$ cat src/rtl/core/vlpd_pkg.sv
// Shared types and codes for the varint length-prefix deframer.
package vlpd_pkg;

    // Field widths fixed by the stream format
    localparam int BYTE_W = 8;
    localparam int LEN_W  = 17;

    // Reset value of the maximum frame length register
    localparam logic [LEN_W-1:0] MAX_LEN_RESET = LEN_W'(16 * 1024);

    typedef logic [BYTE_W-1:0] t_byte;
    typedef logic [LEN_W-1:0]  t_len;
    typedef logic [1:0]        t_status;
    typedef logic [1:0]        t_phase;
    typedef logic [1:0]        t_group;

    // Result status codes
    localparam t_status ST_PAYLOAD   = 2'd0;
    localparam t_status ST_TOO_LARGE = 2'd1;
    localparam t_status ST_MALFORMED = 2'd2;

    // Deframer phases
    localparam t_phase PH_HEADER  = 2'd0;
    localparam t_phase PH_PAYLOAD = 2'd1;
    localparam t_phase PH_HALT    = 2'd2;

    // Position of a header byte's seven value bits in the length
    localparam t_group GRP_LOW    = 2'd0;
    localparam t_group GRP_MID    = 2'd1;
    localparam t_group GRP_HIGH   = 2'd2;
    localparam t_group GRP_BEYOND = 2'd3;

    // Header decode result handed back to the control logic
    typedef struct packed {
        t_len accum;
        logic over;
        logic zero;
        logic too_large;
    } t_hdr_dec;

endpackage

$ cat src/rtl/core/vlpd_stream_if.sv
// Valid/ready channel interfaces for the deframer input and result streams.
interface vlpd_in_if;
    import vlpd_pkg::*;

    logic  valid;
    logic  ready;
    t_byte data_byte;

    modport source (output valid, output data_byte, input ready);
    modport sink   (input valid, input data_byte, output ready);
endinterface

interface vlpd_out_if;
    import vlpd_pkg::*;

    logic    valid;
    logic    ready;
    t_byte   payload_byte;
    logic    last_in_frame;
    t_status status;

    modport source (output valid, output payload_byte, output last_in_frame,
                    output status, input ready);
    modport sink   (input valid, input payload_byte, input last_in_frame,
                    input status, output ready);
endinterface

$ cat src/rtl/core/vlpd_hdr_decode.sv
// Header byte decoder: merges seven value bits into the saturating length.
module vlpd_hdr_decode (
    input  vlpd_pkg::t_byte    i_byte,
    input  vlpd_pkg::t_group   i_group,
    input  vlpd_pkg::t_len     i_accum,
    input  logic               i_over,
    input  vlpd_pkg::t_len     i_max_len,
    output vlpd_pkg::t_hdr_dec o_dec
);
    import vlpd_pkg::*;

    logic [6:0]       bits;
    logic [LEN_W+3:0] shifted;
    logic [LEN_W+3:0] merged;
    logic             spill;
    logic             fits;

    assign bits = i_byte[6:0];

    // Place the value bits by header byte position
    always_comb begin
        case (i_group)
            GRP_LOW:  shifted = {14'd0, bits};
            GRP_MID:  shifted = {7'd0, bits, 7'd0};
            GRP_HIGH: shifted = {bits, 14'd0};
            default:  shifted = '0;
        endcase
    end

    assign merged = {4'd0, i_accum} | shifted;
    assign spill  = (bits != 7'd0) &&
                    ((i_group == GRP_BEYOND) || (merged[LEN_W+3:LEN_W] != 4'd0));
    assign fits   = (bits != 7'd0) && !spill;

    // Saturate: once the length leaves 17 bits only the flag matters
    always_comb begin
        o_dec.over      = i_over | spill;
        o_dec.accum     = fits ? merged[LEN_W-1:0] : i_accum;
        o_dec.zero      = !o_dec.over && (o_dec.accum == '0);
        o_dec.too_large = o_dec.over || (o_dec.accum > i_max_len);
    end

endmodule

$ cat src/rtl/core/varint_length_prefix_deframer.sv
// Top level of the varint length-prefix deframer.
//
//  channel   dir  payload                                   accepted when
//  i_in      in   data_byte[7:0]                            valid && ready
//  o_out     out  payload_byte[7:0], last_in_frame, status  valid && ready
//  i_cfg     in   i_cfg_wr_data[16:0] (max_frame_len)       i_cfg_wr_en
//
//  One byte per cycle sustained while results are not stalled; a result
//  appears when its byte moves from the input register to the result
//  register. The header/payload state advances once per byte, which sets that rate.
//  Reset is synchronous: phase, header count, length and valids clear, and
//  max_frame_len returns to 16384. A stalled result holds the result
//  register; the input register still takes one byte behind it if it is empty.
module varint_length_prefix_deframer #(
    parameter int HEADER_BYTES_MAX = 10
) (
    input  logic                  i_clk,
    input  logic                  i_rst_n,
    vlpd_in_if.sink               i_in,
    vlpd_out_if.source            o_out,
    input  logic                  i_cfg_wr_en,
    input  vlpd_pkg::t_len        i_cfg_wr_data
);
    import vlpd_pkg::*;

    localparam int CNT_W = $clog2(HEADER_BYTES_MAX + 1);

    logic             r_in_valid;
    t_byte            r_in_byte;
    logic             r_out_valid;
    t_byte            r_out_byte;
    logic             r_out_last;
    t_status          r_out_status;
    t_phase           r_phase,   n_phase;
    logic [CNT_W-1:0] r_hdr_cnt, n_hdr_cnt;
    t_len             r_accum,   n_accum;
    logic             r_over,    n_over;
    t_len             r_remain,  n_remain;
    t_len             r_max_len;

    logic     out_free;
    logic     adv;
    logic     n_emit;
    t_byte    n_byte;
    logic     n_last;
    t_status  n_status;
    t_group   group;
    t_hdr_dec dec;

    // Handshake: the result slot frees the input register
    assign out_free   = !r_out_valid || o_out.ready;
    assign adv        = r_in_valid && out_free;
    assign i_in.ready = !r_in_valid || out_free;

    assign o_out.valid         = r_out_valid;
    assign o_out.payload_byte  = r_out_byte;
    assign o_out.last_in_frame = r_out_last;
    assign o_out.status        = r_out_status;

    // Map header byte count to its value-bit group
    always_comb begin
        if (r_hdr_cnt > CNT_W'(2)) begin
            group = GRP_BEYOND;
        end else begin
            group = t_group'(r_hdr_cnt);
        end
    end

    vlpd_hdr_decode u_hdr_decode (
        .i_byte    (r_in_byte),
        .i_group   (group),
        .i_accum   (r_accum),
        .i_over    (r_over),
        .i_max_len (r_max_len),
        .o_dec     (dec)
    );

    // Advance the deframer state by one byte
    always_comb begin
        n_phase   = r_phase;
        n_hdr_cnt = r_hdr_cnt;
        n_accum   = r_accum;
        n_over    = r_over;
        n_remain  = r_remain;
        n_emit    = 1'b0;
        n_byte    = '0;
        n_last    = 1'b0;
        n_status  = ST_PAYLOAD;
        if (adv) begin
            unique case (r_phase)
                PH_HEADER: begin
                    n_hdr_cnt = r_hdr_cnt + CNT_W'(1);
                    n_accum   = dec.accum;
                    n_over    = dec.over;
                    if (r_in_byte[7]) begin
                        if (r_hdr_cnt == CNT_W'(HEADER_BYTES_MAX - 1)) begin
                            n_phase  = PH_HALT;
                            n_emit   = 1'b1;
                            n_status = ST_MALFORMED;
                        end
                    end else if (dec.zero) begin
                        // drop an empty frame and hunt for the next header
                        n_hdr_cnt = '0;
                        n_accum   = '0;
                        n_over    = 1'b0;
                    end else if (dec.too_large) begin
                        n_phase  = PH_HALT;
                        n_emit   = 1'b1;
                        n_status = ST_TOO_LARGE;
                    end else begin
                        n_remain = dec.accum;
                        n_phase  = PH_PAYLOAD;
                    end
                end
                PH_PAYLOAD: begin
                    n_remain = r_remain - LEN_W'(1);
                    n_emit   = 1'b1;
                    n_byte   = r_in_byte;
                    n_last   = (r_remain == LEN_W'(1));
                    if (n_last) begin
                        n_phase = PH_HALT;
                    end
                end
                default: begin
                    n_phase = r_phase;
                end
            endcase
        end
    end

    // Control registers
    always_ff @(posedge i_clk) begin
        if (!i_rst_n) begin
            r_in_valid  <= 1'b0;
            r_out_valid <= 1'b0;
            r_phase     <= PH_HEADER;
            r_hdr_cnt   <= '0;
            r_accum     <= '0;
            r_over      <= 1'b0;
            r_remain    <= '0;
            r_max_len   <= MAX_LEN_RESET;
        end else begin
            if (i_in.ready) begin
                r_in_valid <= i_in.valid;
            end
            if (out_free) begin
                r_out_valid <= n_emit;
            end
            r_phase   <= n_phase;
            r_hdr_cnt <= n_hdr_cnt;
            r_accum   <= n_accum;
            r_over    <= n_over;
            r_remain  <= n_remain;
            if (i_cfg_wr_en) begin
                r_max_len <= i_cfg_wr_data;
            end
        end
    end

    // Payload registers
    always_ff @(posedge i_clk) begin
        if (i_in.valid && i_in.ready) begin
            r_in_byte <= i_in.data_byte;
        end
        if (n_emit) begin
            r_out_byte   <= n_byte;
            r_out_last   <= n_last;
            r_out_status <= n_status;
        end
    end

endmodule

$ cat src/flat_wrapper.sv
// flat-port wrapper written by rule: the top's interface ports become plain ports
module varint_length_prefix_deframer_flat import vlpd_pkg::*;
#(
    parameter int HEADER_BYTES_MAX = 10
)
  (i_clk, i_rst_n, i_cfg_wr_en, i_cfg_wr_data, i_in_valid, i_in_data_byte, i_in_ready, o_out_valid, o_out_payload_byte, o_out_last_in_frame, o_out_status, o_out_ready);
  vlpd_in_if i_in_i ();
  vlpd_out_if o_out_i ();
  input  logic i_clk;
  input  logic i_rst_n;
  input  logic i_cfg_wr_en;
  input  vlpd_pkg::t_len i_cfg_wr_data;
  input wire logic [$bits(i_in_i.valid)-1:0] i_in_valid;
  input wire logic [$bits(i_in_i.data_byte)-1:0] i_in_data_byte;
  output wire logic [$bits(i_in_i.ready)-1:0] i_in_ready;
  output wire logic [$bits(o_out_i.valid)-1:0] o_out_valid;
  output wire logic [$bits(o_out_i.payload_byte)-1:0] o_out_payload_byte;
  output wire logic [$bits(o_out_i.last_in_frame)-1:0] o_out_last_in_frame;
  output wire logic [$bits(o_out_i.status)-1:0] o_out_status;
  input wire logic [$bits(o_out_i.ready)-1:0] o_out_ready;
  assign i_in_i.valid = i_in_valid;
  assign i_in_i.data_byte = i_in_data_byte;
  assign i_in_ready = i_in_i.ready;
  assign o_out_valid = o_out_i.valid;
  assign o_out_payload_byte = o_out_i.payload_byte;
  assign o_out_last_in_frame = o_out_i.last_in_frame;
  assign o_out_status = o_out_i.status;
  assign o_out_i.ready = o_out_ready;
  varint_length_prefix_deframer #(.HEADER_BYTES_MAX(HEADER_BYTES_MAX)) u_core (.i_clk(i_clk), .i_rst_n(i_rst_n), .i_in(i_in_i), .o_out(o_out_i), .i_cfg_wr_en(i_cfg_wr_en), .i_cfg_wr_data(i_cfg_wr_data));
endmodule
$ cat config.mk
export PLATFORM = sky130hd
export DESIGN_NAME = varint_length_prefix_deframer_flat
export DESIGN_NICKNAME = d
export VERILOG_FILES = /design/src/rtl/core/vlpd_pkg.sv /design/src/rtl/core/vlpd_stream_if.sv /design/src/rtl/core/vlpd_hdr_decode.sv /design/src/rtl/core/varint_length_prefix_deframer.sv /design/src/flat_wrapper.sv
export SDC_FILE = /design/constraint.sdc
export NUM_CORES = 1
export LEC_CHECK = 0
export BUFFER_PORTS_ARGS = -buffer_cell sky130_fd_sc_hd__buf_2
export CAP_MARGIN = 20
export CORE_MARGIN = 1
export CORE_UTILIZATION = 40
export DETAILED_ROUTE_END_ITERATION = 7
export PLACE_DENSITY = 0.6
export SLEW_MARGIN = 30
export SYNTH_ARGS = -nofsm -noshare
export SYNTH_HDL_FRONTEND = slang
export SYNTH_SLANG_ARGS = --single-unit
$ cat constraint.sdc
create_clock -name i_clk -period 5.4 [get_ports i_clk]
set_clock_uncertainty 0.2 [all_clocks]
set_input_delay 1.08 -clock i_clk [delete_from_list [all_inputs] [get_ports i_clk]]
set_output_delay 1.08 -clock i_clk [all_outputs]
set_load 0.005 [all_outputs]
==> flow_summary_export.csv, run 1 <==
group,metric,value,unit
status,outcome,"complete, no violations",
grt,grt_pass1_vias,3545,
cts,postCtsSetupRepairBufs,0,
cells_and_area,finalNonFillerCells,659,
cts,cts_buffers,9,
power_and_ir_drop,power_density,297,nW/µm²
sta,slew_headroom,0.425,
yosys,synth_area_leaders,"dfxtp_1 28%, edfxtp_1 14%, ha_1 6.5%, nor2_1 5.2%, o21ai_0 5.1%",
detailed_routing,drt_pass1_iterations,5,
power_and_ir_drop,p_leak,0.00199,µW
cells_and_area,diodes,0,
sta,hold_ws,0.276,ns
placement,dp_hpwl,7930,µm
critical_path,slowest_stage,"dfxtp_1",
yosys,synthXorXnorAreaFrac,0.00622,
cts,cts_tree,"yes",
critical_path,crit_family,"simple AND/OR/NAND/NOR gates",
flow_run,drv_cap,0,
critical_path,cp_cell_sequence,"inv_1 > ha_1 > nor4b_1 > and3_1 > a21oi_1 > inv_1 > ha_1 > a21oi_1 > o21ai_0 > or3_1 > nor4_2 > nor2_1 > buf_4 > nand2_1 > a21boi_0 > buf_4",
detailed_routing,drc,0,
critical_path,endpoint_kind,"flop",
yosys,synth_top_family_by_area,"compound AO/OA/AOI/OAI gates",
detailed_routing,drtAntennaViolNets,0,
detailed_routing,wirelength,11300,µm
power_and_ir_drop,ir_worst_vdd,0.133,mV
sta,fmax,243,MHz
die,start_util,0.411,
yosys,syn_area,4230,µm²
yosys,synth_top_area_share,0.284,
yosys,synth_edf_count,19,
yosys,ys_types,59,
sta,slew_violations,0,
yosys,synth_compound_area_frac,0.210,
cells_and_area,drive_gt1_frac,0.141,
placement,place_inst,643,
critical_path,critPathMaxStageDelay,0.48,ns
cts,clock_path_buffers,2,
cts,clkTransAtPathRegs,0.08,ns
die,fp.coreArea,10300,µm²
sta,rsz0062_at_grt,"no",
grt,grt-ovfl-total,0,
detailed_routing,drt_iter0_markers,219,
critical_path,criticalPathCategory,"flop to flop",
yosys,ys_seq_area_frac,0.419,
die,rows,37,
sta,timing.setup.tns,0,ns
min_path,holdCritPathClass,"flop to flop",
sta,hold_viol,0,
cts,cts.sinks,79,
detailed_routing,vias_per_cell,5.76,
yosys,synth_fa_ha_area_frac,0.0651,
yosys,ys_ff_latch,79,
grt,grt_max_degree,38,
yosys,syn-num-nets,540,
grt,grt_usage,0.216,
cts,h-tree-depth,3,
yosys,yosys_warnings,0,
yosys,synthFlopType,"dfxtp_1",
placement,io_buffers,42,
detailed_routing,via_count,3793,
yosys,synth.avg_cell_area,8.66,µm²
critical_path,startpoint,"u_core.r_hdr_cnt[0]",
grt,antenna_found_initial,0,
cts,clkLatencyLatePin,0.38,ns
yosys,synth-simple-area-share,0.208,
yosys,synthMuxAreaShare,0.0403,
critical_path,crit_fanout,18,
yosys,netlist_instances,488,
cts,postCtsHoldBufs,0,
placement,gp_congestion,0.922,
cells_and_area,utilization,0.463,
critical_path,timing.critical_path.buf_inv,4,
cells_and_area,final_nets,570,
min_path,hold_start,"u_core.r_remain[12]",
critical_path,reg2reg_from,"u_core.r_hdr_cnt[0]",
yosys,synth_area_leader_cell,"dfxtp_1",
cts,cts_root_buffer,"clkbuf_8",
die,dieArea,11000,µm²
sta,min_period,4.12,ns
cts,postCtsResizedCells,0,
critical_path,crit_arrival,4.05,ns
die,die_h,105,µm
yosys,async_flop_share,0,
critical_path,critPathLaunchType,"flop",
power_and_ir_drop,power,1410,µW
detailed_routing,post_drt_wl_per_cell,17.1,µm
die,io_pins,43,
critical_path,required,5.33,ns
sta,tightestPinTransition,0.862,ns
cells_and_area,syn2layout_area_growth,12.6,%
sta,setup_viol,0,
sta,fin_crit_sh,0.763,
die,die_width,105,µm
grt,grt_pass1_wl,18500,µm
sequential cells by signal, summed over array words and instances (netlist names):
register	count
u_core.r_max_len	17
u_core.r_over	1
u_core.o_out.valid	1
u_core.o_out.status	2
u_core.r_in_byte	8
u_core.r_phase	2
u_core.r_accum	17
u_core.o_out.last_in_frame	1
u_core.r_in_valid	1
u_core.r_hdr_cnt	4
u_core.r_remain	17
u_core.o_out.payload_byte	8
final cells by class:
cell class | instances | area [µm²]
clock buffers | 12 | 178
clock inverters | 4 | 57.6
multi-input cells | 357 | 2250
fillers | 1018 | 5520
flip-flops and latches | 79 | 1770
inverters | 25 | 93.8
well taps | 136 | 170
repair buffers | 46 | 240
placed cells by master, fill, tap and decap left out, types with 11 or more instances in the layout:
| master | netlist | routed |
|---|---|---|
| dfxtp_1 | 60 | 60 |
| mux2i_1 | 17 | 17 |
| o21ai_0 | 43 | 43 |
| nand3_1 | 18 | 18 |
| o211ai_1 | 13 | 13 |
| inv_1 | 25 | 25 |
| buf_2 | 2 | 42 |
| a21oi_1 | 22 | 22 |
| and3_1 | 11 | 11 |
| nand2_1 | 43 | 43 |
| ha_1 | 22 | 22 |
| nor2_1 | 59 | 59 |
| edfxtp_1 | 19 | 19 |
| a21o_1 | 15 | 15 |
metrics by stage:
step                setup WS, ns  instance area [µm²]
CTS                         1.23                 4750
floorplan                   1.14                 4230
global route                1.00                 4760
global placement            1.47                 4520
finish                      1.28                 4760
detailed placement          1.25                 4520
report_power, final:
part	total, µW	switching [µW]	leakage (µW)	internal [µW]
clock	512	237	0.000115	275
combinational	248	158	0.00121	89.7
sequential	655	25.3	0.000659	630
total	1410	420	0.00199	994
worst register-to-register path: cells and delay by family, from the launching register on:
family	cells	cell delay, ns
adders and majority gates	2	0.53
AOI/OAI and AO/OA	4	0.78
DFF	1	0.48
buffers and inverters	4	0.63
and+or+nand+nor	6	1.27
Yosys cell counts (4+ instances only):
cell type / number
mux2i_1: 17
nor3_1: 10
dfxtp_1: 60
nand3_1: 18
clkbuf_1: 21
o32ai_1: 8
nor2_1: 59
o21ai_1: 4
a21oi_1: 22
edfxtp_1: 19
nand2_1: 43
ha_1: 22
and3_1: 11
o31ai_1: 5
nor4_1: 7
o22ai_1: 4
a21o_1: 15
inv_1: 25
o21ai_0: 43
nand4_1: 5
o211ai_1: 13
metal layers:
metal  vias up  part of all wire  global-route usage
met5         -                 0                   0
met3        23             0.047              0.0455
met1      1823              0.47               0.289
met2       117              0.45               0.329
met4         0             0.035               0.110
li1       1830                 -                   -
path summary, 6_finish.rpt:
check | cells past startpoint | to | slack [ns]
hold / removal | 2 | u_core.r_remain[12] | 0.28
setup / recovery | 16 | u_core.o_out.payload_byte[1] | 1.28
setup reg to reg | 16 | u_core.o_out.payload_byte[1] | 1.28
hold reg to reg | 2 | u_core.r_remain[12] | 0.28
kinds of logic after synthesis:
family	Yosys count
AO/OA/AOI/OAI	134
XOR/XNOR	3
adder cells (fa/ha/maj)	22
buffers and inverters	52
flip-flops	79
multiplexers	17
AND/OR/NAND/NOR	181
(Power assumes the default switching activity.)
==> inputs of run 2 (changes only) <==
clock period = 4 ns   (was 5.4 ns; I/O delays follow)
==> flow_summary_export.csv, run 2 (same netlist as run 1, synthesis figures left out) <==
group,metric,value,unit
sta,min_period,3.78,ns
die,die_h,105,µm
critical_path,critPathLaunchType,"flop",
cells_and_area,diodes,0,
sta,timing.setup.tns,0,ns
cells_and_area,mostFrequentLayoutCells,"60 x dfxtp_1, 59 x nor2_1, 43 x nand2_1, 43 x o21ai_0, 42 x buf_2",
sta,slew_violations,0,
min_path,min_to,"u_core.r_remain[6]",
cts,clkTransAtPathRegs,0.08,ns
cts,clkLatencyLatePin,0.36,ns
die,die_width,105,µm
cts,postCtsResizedCells,0,
cts,clock_path_buffers,2,
sta,setup_viol,0,
die,start_util,0.411,
cts,cts_root_buffer,"clkbuf_8",
sta,slew_headroom,0.420,
critical_path,reg2regPathDepth,12,
detailed_routing,wirelength,11500,µm
status,outcome,"complete, no violations",
cells_and_area,design_area,4880,µm²
grt,grt_max_degree,40,
cts,cts_tree,"yes",
detailed_routing,via_count,3802,
cells_and_area,largestRegisters,"u_core.r_accum: 17 flops, u_core.r_max_len: 17 flops, u_core.r_remain: 17 flops",
critical_path,endpoint_kind,"flop",
grt,grt_pass1_vias,3669,
power_and_ir_drop,ir_worst_vdd,0.160,mV
critical_path,crit_arrival,3.84,ns
die,io_pins,43,
grt,antenna_found_initial,0,
cells_and_area,layout.cells.most_common,"dfxtp_1",
flow_run,drv_cap,0,
critical_path,reg2reg_slack,0.22,ns
cts,cts.sinks,79,
placement,place_inst,663,
sta,rsz0062_at_grt,"no",
critical_path,criticalPathCategory,"flop to flop",
min_path,hold_start,"u_core.r_remain[6]",
cells_and_area,area.sequential,1770,µm²
die,rows,37,
power_and_ir_drop,switching_share,0.296,
detailed_routing,post_drt_wl_per_cell,17.0,µm
power_and_ir_drop,p_leak,0.00207,µW
power_and_ir_drop,internal-power,1300,µW
cells_and_area,finalNonFillerCells,679,
critical_path,required,4.06,ns
cts,cts_buffers,9,
min_path,whs_path_depth,2,
detailed_routing,drtAntennaViolNets,0,
power_and_ir_drop,p_sw,547,µW
power_and_ir_drop,power_density,379,nW/µm²
cells_and_area,drive_gt1_frac,0.175,
die,fp.coreArea,10300,µm²
critical_path,cp_cell_sequence,"nor4_1 > and3_1 > a21oi_1 > inv_1 > ha_1 > a21oi_1 > o21ai_0 > or3_1 > nor4_2 > or2_2 > a31oi_4 > o32ai_1",
critical_path,slowest_stage,"nor4_1",
placement,gp_congestion,0.963,
cells_and_area,syn2layout_area_growth,15.5,%
power_and_ir_drop,clock_power_share,0.324,
cts,postCtsHoldBufs,0,
placement,dp_hpwl,8620,µm
detailed_routing,drt_pass1_iterations,5,
sta,hold_viol,0,
min_path,holdCritPathClass,"flop to flop",
critical_path,reg2reg_from,"u_core.r_in_byte[3]",
cells_and_area,fillCellCount,1030,
detailed_routing,drt_iter0_markers,254,
detailed_routing,drc,0,
cts,h-tree-depth,3,
critical_path,critPathMaxStageDelay,0.52,ns
cells_and_area,multi_input_area,2250,µm²
power_and_ir_drop,p_seq_frac,0.478,
grt,grt_usage,0.222,
critical_path,crit_fanout,17,
sta,fin_crit_sh,0.946,
grt,grt-ovfl-total,0,
placement,io_buffers,42,
cells_and_area,final_nets,590,
die,dieArea,11000,µm²
critical_path,crit_path_frequent_cell,"a21oi_1",
power_and_ir_drop,p_comb_frac,0.198,
cts,postCtsSetupRepairBufs,0,
grt,grt_pass1_wl,18800,µm
cells_and_area,utilization,0.475,
placement,dpl_cell_area,4670,µm²
detailed_routing,vias_per_cell,5.60,
sta,fmax,264,MHz
critical_path,timing.rr.end,"u_core.r_remain[16]",
sta,tightestPinTransition,0.869,ns
-- run 2: cell count changes in the layout (fill, tap and decap cells not counted), sizes merged --
cell and delta:
clkinv +4, clkinvlp -1, clkbuf -1, buf +20, inv -2
-- run 2: layer usage --
layer | track usage | share of wire | vias to the layer above | wire (µm)
met5 | 0 | 0 | - | 0
met1 | 0.290 | 0.45 | 1780 | 5220
met3 | 0.0518 | 0.065 | 22 | 748
met4 | 0.0936 | 0.027 | 0 | 312
met2 | 0.352 | 0.46 | 126 | 5260
li1 | - | - | 1874 | -
-- run 2: how the worst max path moves through the flow --
| stage | from | end | slack, ns | cells past startpoint |
|---|---|---|---|---|
| 3_3_place_gp | u_core.r_hdr_cnt[0] | u_core.o_out.payload_byte[2] | 0.31 | 14 |
| 6_report | u_core.r_in_byte[3] | u_core.r_remain[16] | 0.22 | 12 |
| 4_1_cts | u_core.r_in_byte[3] | u_core.r_remain[12] | 0.25 | 12 |
| 2_1_floorplan | u_core.r_hdr_cnt[0] | u_core.o_out.last_in_frame | 0.04 | 15 |
| 3_5_place_dp | u_core.r_in_byte[3] | u_core.r_remain[16] | 0.26 | 12 |
| 5_1_grt | u_core.r_in_byte[3] | u_core.r_remain[9] | 0.01 | 12 |
-- run 2: per-stage QoR --
step                hold WS, ns  total power (µW)  worst slack (ns)
CTS                       0.281              1860             0.245
finish                    0.285              1850             0.218
global route              0.305              1950            0.0109
global placement          0.258              1260             0.313
detailed placement        0.266              1260             0.259
floorplan                 0.244              1130            0.0424
-- run 2: layout make-up --
| type | count | share of cell area |
|---|---|---|
| clock inverter | 5 | 0.0118 |
| sequential | 79 | 0.363 |
| timing repair buffer | 66 | 0.0800 |
| clock buffer | 11 | 0.0290 |
| multi-input combinational | 357 | 0.462 |
| inverter | 25 | 0.0192 |
| tap | 136 | 0.0349 |
-- run 2: power by group through the flow --
| stage | Sequential (µW) | Clock, µW | Combinational, µW |
|---|---|---|---|
| after floorplan | 889 | 0 | 238 |
| after global placement | 900 | 0 | 358 |
| after CTS | 882 | 615 | 362 |
| final | 882 | 599 | 366 |
| after detailed placement | 900 | 0 | 361 |
| after global routing | 888 | 656 | 403 |
-- run 2: critical path, delay by kind of cell (launching register included) --
kind / cells / cell delay [ns]
flops: 1 / 0.44
fa+ha+maj: 1 / 0.25
simple gates: 5 / 1.70
buf+inv: 1 / 0.10
compound gates: 5 / 0.98
==> inputs of run 3 (changes only) <==
ABC_AREA = 1   (was default)
==> flow_summary_export.csv, run 3 <==
group,metric,value,unit
cells_and_area,syn2layout_area_growth,13.0,%
cts,clock_path_buffers,2,
detailed_routing,drtAntennaViolNets,0,
sta,min_period,3.51,ns
power_and_ir_drop,power_density,394,nW/µm²
sta,slew_violations,0,
die,io_pins,43,
cells_and_area,largestRegisters,"u_core.r_accum: 17 flops, u_core.r_max_len: 17 flops, u_core.r_remain: 17 flops",
die,start_util,0.416,
sta,finalWorstSetupSlack,0.490,ns
placement,dp_hpwl,8030,µm
min_path,holdCritPathClass,"flop to flop",
cells_and_area,layout.cells.most_common,"nand2_1",
critical_path,cp_cell_sequence,"inv_2 > ha_1 > inv_1 > nand2_1 > nand3_1 > nand2_1 > nand3_1 > nand2_1 > nand2_2 > inv_1 > ha_1 > a21oi_1 > o21ai_0 > a21oi_1 > nand3_1 > nand2_1 > nand2_1 > nand2_1 > nand3_2 > nor2_1 > nor2_1",
critical_path,endpoint_kind,"flop",
grt,antenna_found_initial,0,
yosys,yosys_warnings,0,
grt,grt-ovfl-total,0,
cts,postCtsHoldBufs,0,
critical_path,crit_path_frequent_cell,"nand2_1",
cts,cts_tree,"yes",
yosys,yosys-top-cells-count,"123 x nand2_1, 92 x inv_1, 85 x nor2_1",
cells_and_area,drive_gt1_frac,0.151,
placement,io_buffers,42,
die,dieArea,11300,µm²
cells_and_area,fillCellCount,1089,
yosys,ys_ff_latch,79,
critical_path,crit_arrival,3.57,ns
detailed_routing,drc,0,
grt,grt_pass1_wl,18100,µm
yosys,synth.avg_cell_area,7.21,µm²
grt,grt_pass1_vias,3657,
sta,rsz0062_at_grt,"no",
flow_run,drv_cap,0,
detailed_routing,wirelength,10700,µm
sta,fin_crit_sh,0.878,
cts,clkTransAtPathRegs,0.07,ns
sta,hold_viol,0,
yosys,synth_top_area_share,0.276,
yosys,async_flop_share,0,
grt,grt_max_degree,43,
cts,cts_root_buffer,"clkbuf_8",
detailed_routing,post_drt_wl_per_cell,13.6,µm
yosys,synth_area_leader_cell,"dfxtp_1",
yosys,synth_area_leaders,"dfxtp_1 28%, edfxtp_1 13%, nand2_1 11%, inv_1 7.9%, nor2_1 7.3%",
cts,cts.sinks,79,
die,fp.coreArea,10500,µm²
grt,grt_usage,0.208,
sta,tightestPinTransition,0.784,ns
critical_path,crit_family,"simple AND/OR/NAND/NOR gates",
sta,slew_headroom,0.477,
critical_path,reg2reg_from,"u_core.r_hdr_cnt[0]",
yosys,ys_seq_area_frac,0.407,
power_and_ir_drop,ir_worst_vdd,0.190,mV
critical_path,critPathLaunchType,"flop",
critical_path,startpoint,"u_core.r_hdr_cnt[0]",
sta,timing.setup.tns,0,ns
cts,h-tree-depth,3,
yosys,synthFlopType,"dfxtp_1",
die,die_width,106,µm
sta,setup_viol,0,
yosys,synth_edf_count,19,
die,die_h,106,µm
detailed_routing,via_count,3828,
placement,gp_congestion,0.863,
detailed_routing,drt_pass1_iterations,5,
critical_path,timing.critical_path.buf_inv,3,
critical_path,slowest_stage,"dfxtp_1",
cells_and_area,diodes,0,
yosys,synth.most_common_cell,"nand2_1",
placement,pre_cts_ws,0.516,ns
cells_and_area,mostFrequentLayoutCells,"123 x nand2_1, 92 x inv_1, 85 x nor2_1",
cells_and_area,final_nets,698,
critical_path,criticalPathCategory,"flop to flop",
min_path,hold_start,"u_core.r_max_len[4]",
critical_path,required,4.06,ns
critical_path,crit_fanout,23,
cells_and_area,multi_input_area,2100,µm²
yosys,ys_types,31,
cells_and_area,area.sequential,1770,µm²
status,outcome,"complete, no violations",
cts,postCtsSetupRepairBufs,0,
sta,fmax,285,MHz
yosys,syn-num-nets,656,
cts,cts_buffers,9,
detailed_routing,vias_per_cell,4.86,
cts,postCtsResizedCells,0,
cts,clkLatencyLatePin,0.37,ns
detailed_routing,drt_iter0_markers,188,
critical_path,critPathMaxStageDelay,0.49,ns
power_and_ir_drop,p_leak,0.00233,µW
yosys,netlist_instances,604,
die,rows,37,
critical_path,reg2reg_slack,0.49,ns
yosys,syn_area,4360,µm²
run 3: cell types whose count changed after synthesis, sizes merged, moves of 7 or more:
cell and delta:
a211oi +10, a21o -14, a21oi +25, and3 -11
inv +82, mux2i -16, nand2 +84, nand4 +17
nor2 +30, o211ai -13, o21ai -7, o32ai -8
xor2 +8
run 3: worst reg2reg max path, cell delays in order (launching register included):
cell	delay (ns)
dfxtp_1	0.49
inv_2	0.12
ha_1	0.23
inv_1	0.05
nand2_1	0.04
nand3_1	0.07
nand2_1	0.06
nand3_1	0.14
nand2_1	0.08
nand2_2	0.12
inv_1	0.05
ha_1	0.30
a21oi_1	0.13
o21ai_0	0.09
a21oi_1	0.13
nand3_1	0.09
nand2_1	0.09
nand2_1	0.09
nand2_1	0.11
nand3_2	0.41
nor2_1	0.24
nor2_1	0.06
run 3: metal layers:
metal	routed length (µm)	track usage	vias to the layer above	share of wire
met4	158	0.0724	0	0.015
met2	4860	0.338	97	0.45
met1	5200	0.273	1709	0.49
li1	-	-	2010	-
met3	494	0.0423	12	0.046
met5	0	0	-	0
run 3: worst paths after layout:
| check | endpoint | cells past startpoint |
|---|---|---|
| worst min-delay path | u_core.r_max_len[4] | 2 |
| worst max-delay path | u_core.r_remain[3] | 21 |
| worst min register to register | u_core.r_max_len[4] | 2 |
| worst max register to register | u_core.r_remain[3] | 21 |
run 3: cell type report:
type / instances / share of cell area
clock buffer: 12 / 0.0295
clock inverter: 4 / 0.0142
inverter: 107 / 0.0816
multi-input combinational: 400 / 0.427
sequential: 79 / 0.360
tap: 136 / 0.0346
timing repair buffer: 49 / 0.0534
run 3: through the flow:
| stage | power (µW) | hold slack (ns) | area, µm² | util | cells |
|---|---|---|---|---|---|
| 4_1_cts | 1950 | 0.268 | 4920 | 0.470 | 787 |
| 3_5_place_dp | 1300 | 0.252 | 4710 | 0.450 | 771 |
| 3_3_place_gp | 1290 | 0.252 | 4710 | 0.450 | 771 |
| 5_1_grt | 2060 | 0.288 | 4920 | 0.470 | 787 |
| 6_report | 1940 | 0.263 | 4920 | 0.470 | 787 |
| 2_1_floorplan | 1180 | 0.236 | 4360 | - | 604 |
run 3: logic make-up after synthesis:
| logic type | synth area share |
|---|---|
| buf+inv | 0.111 |
| simple gates | 0.268 |
| xor+xnor | 0.0221 |
| fa+ha+maj | 0.0632 |
| flops | 0.407 |
| compound gates | 0.126 |
| mux | 0.00230 |
run 3: power breakdown:
group | switching [µW] | internal (µW) | leakage (µW)
Clock | 288 | 367 | 0.000110
Sequential | 24.1 | 857 | 0.000661
Combinational | 265 | 138 | 0.00156
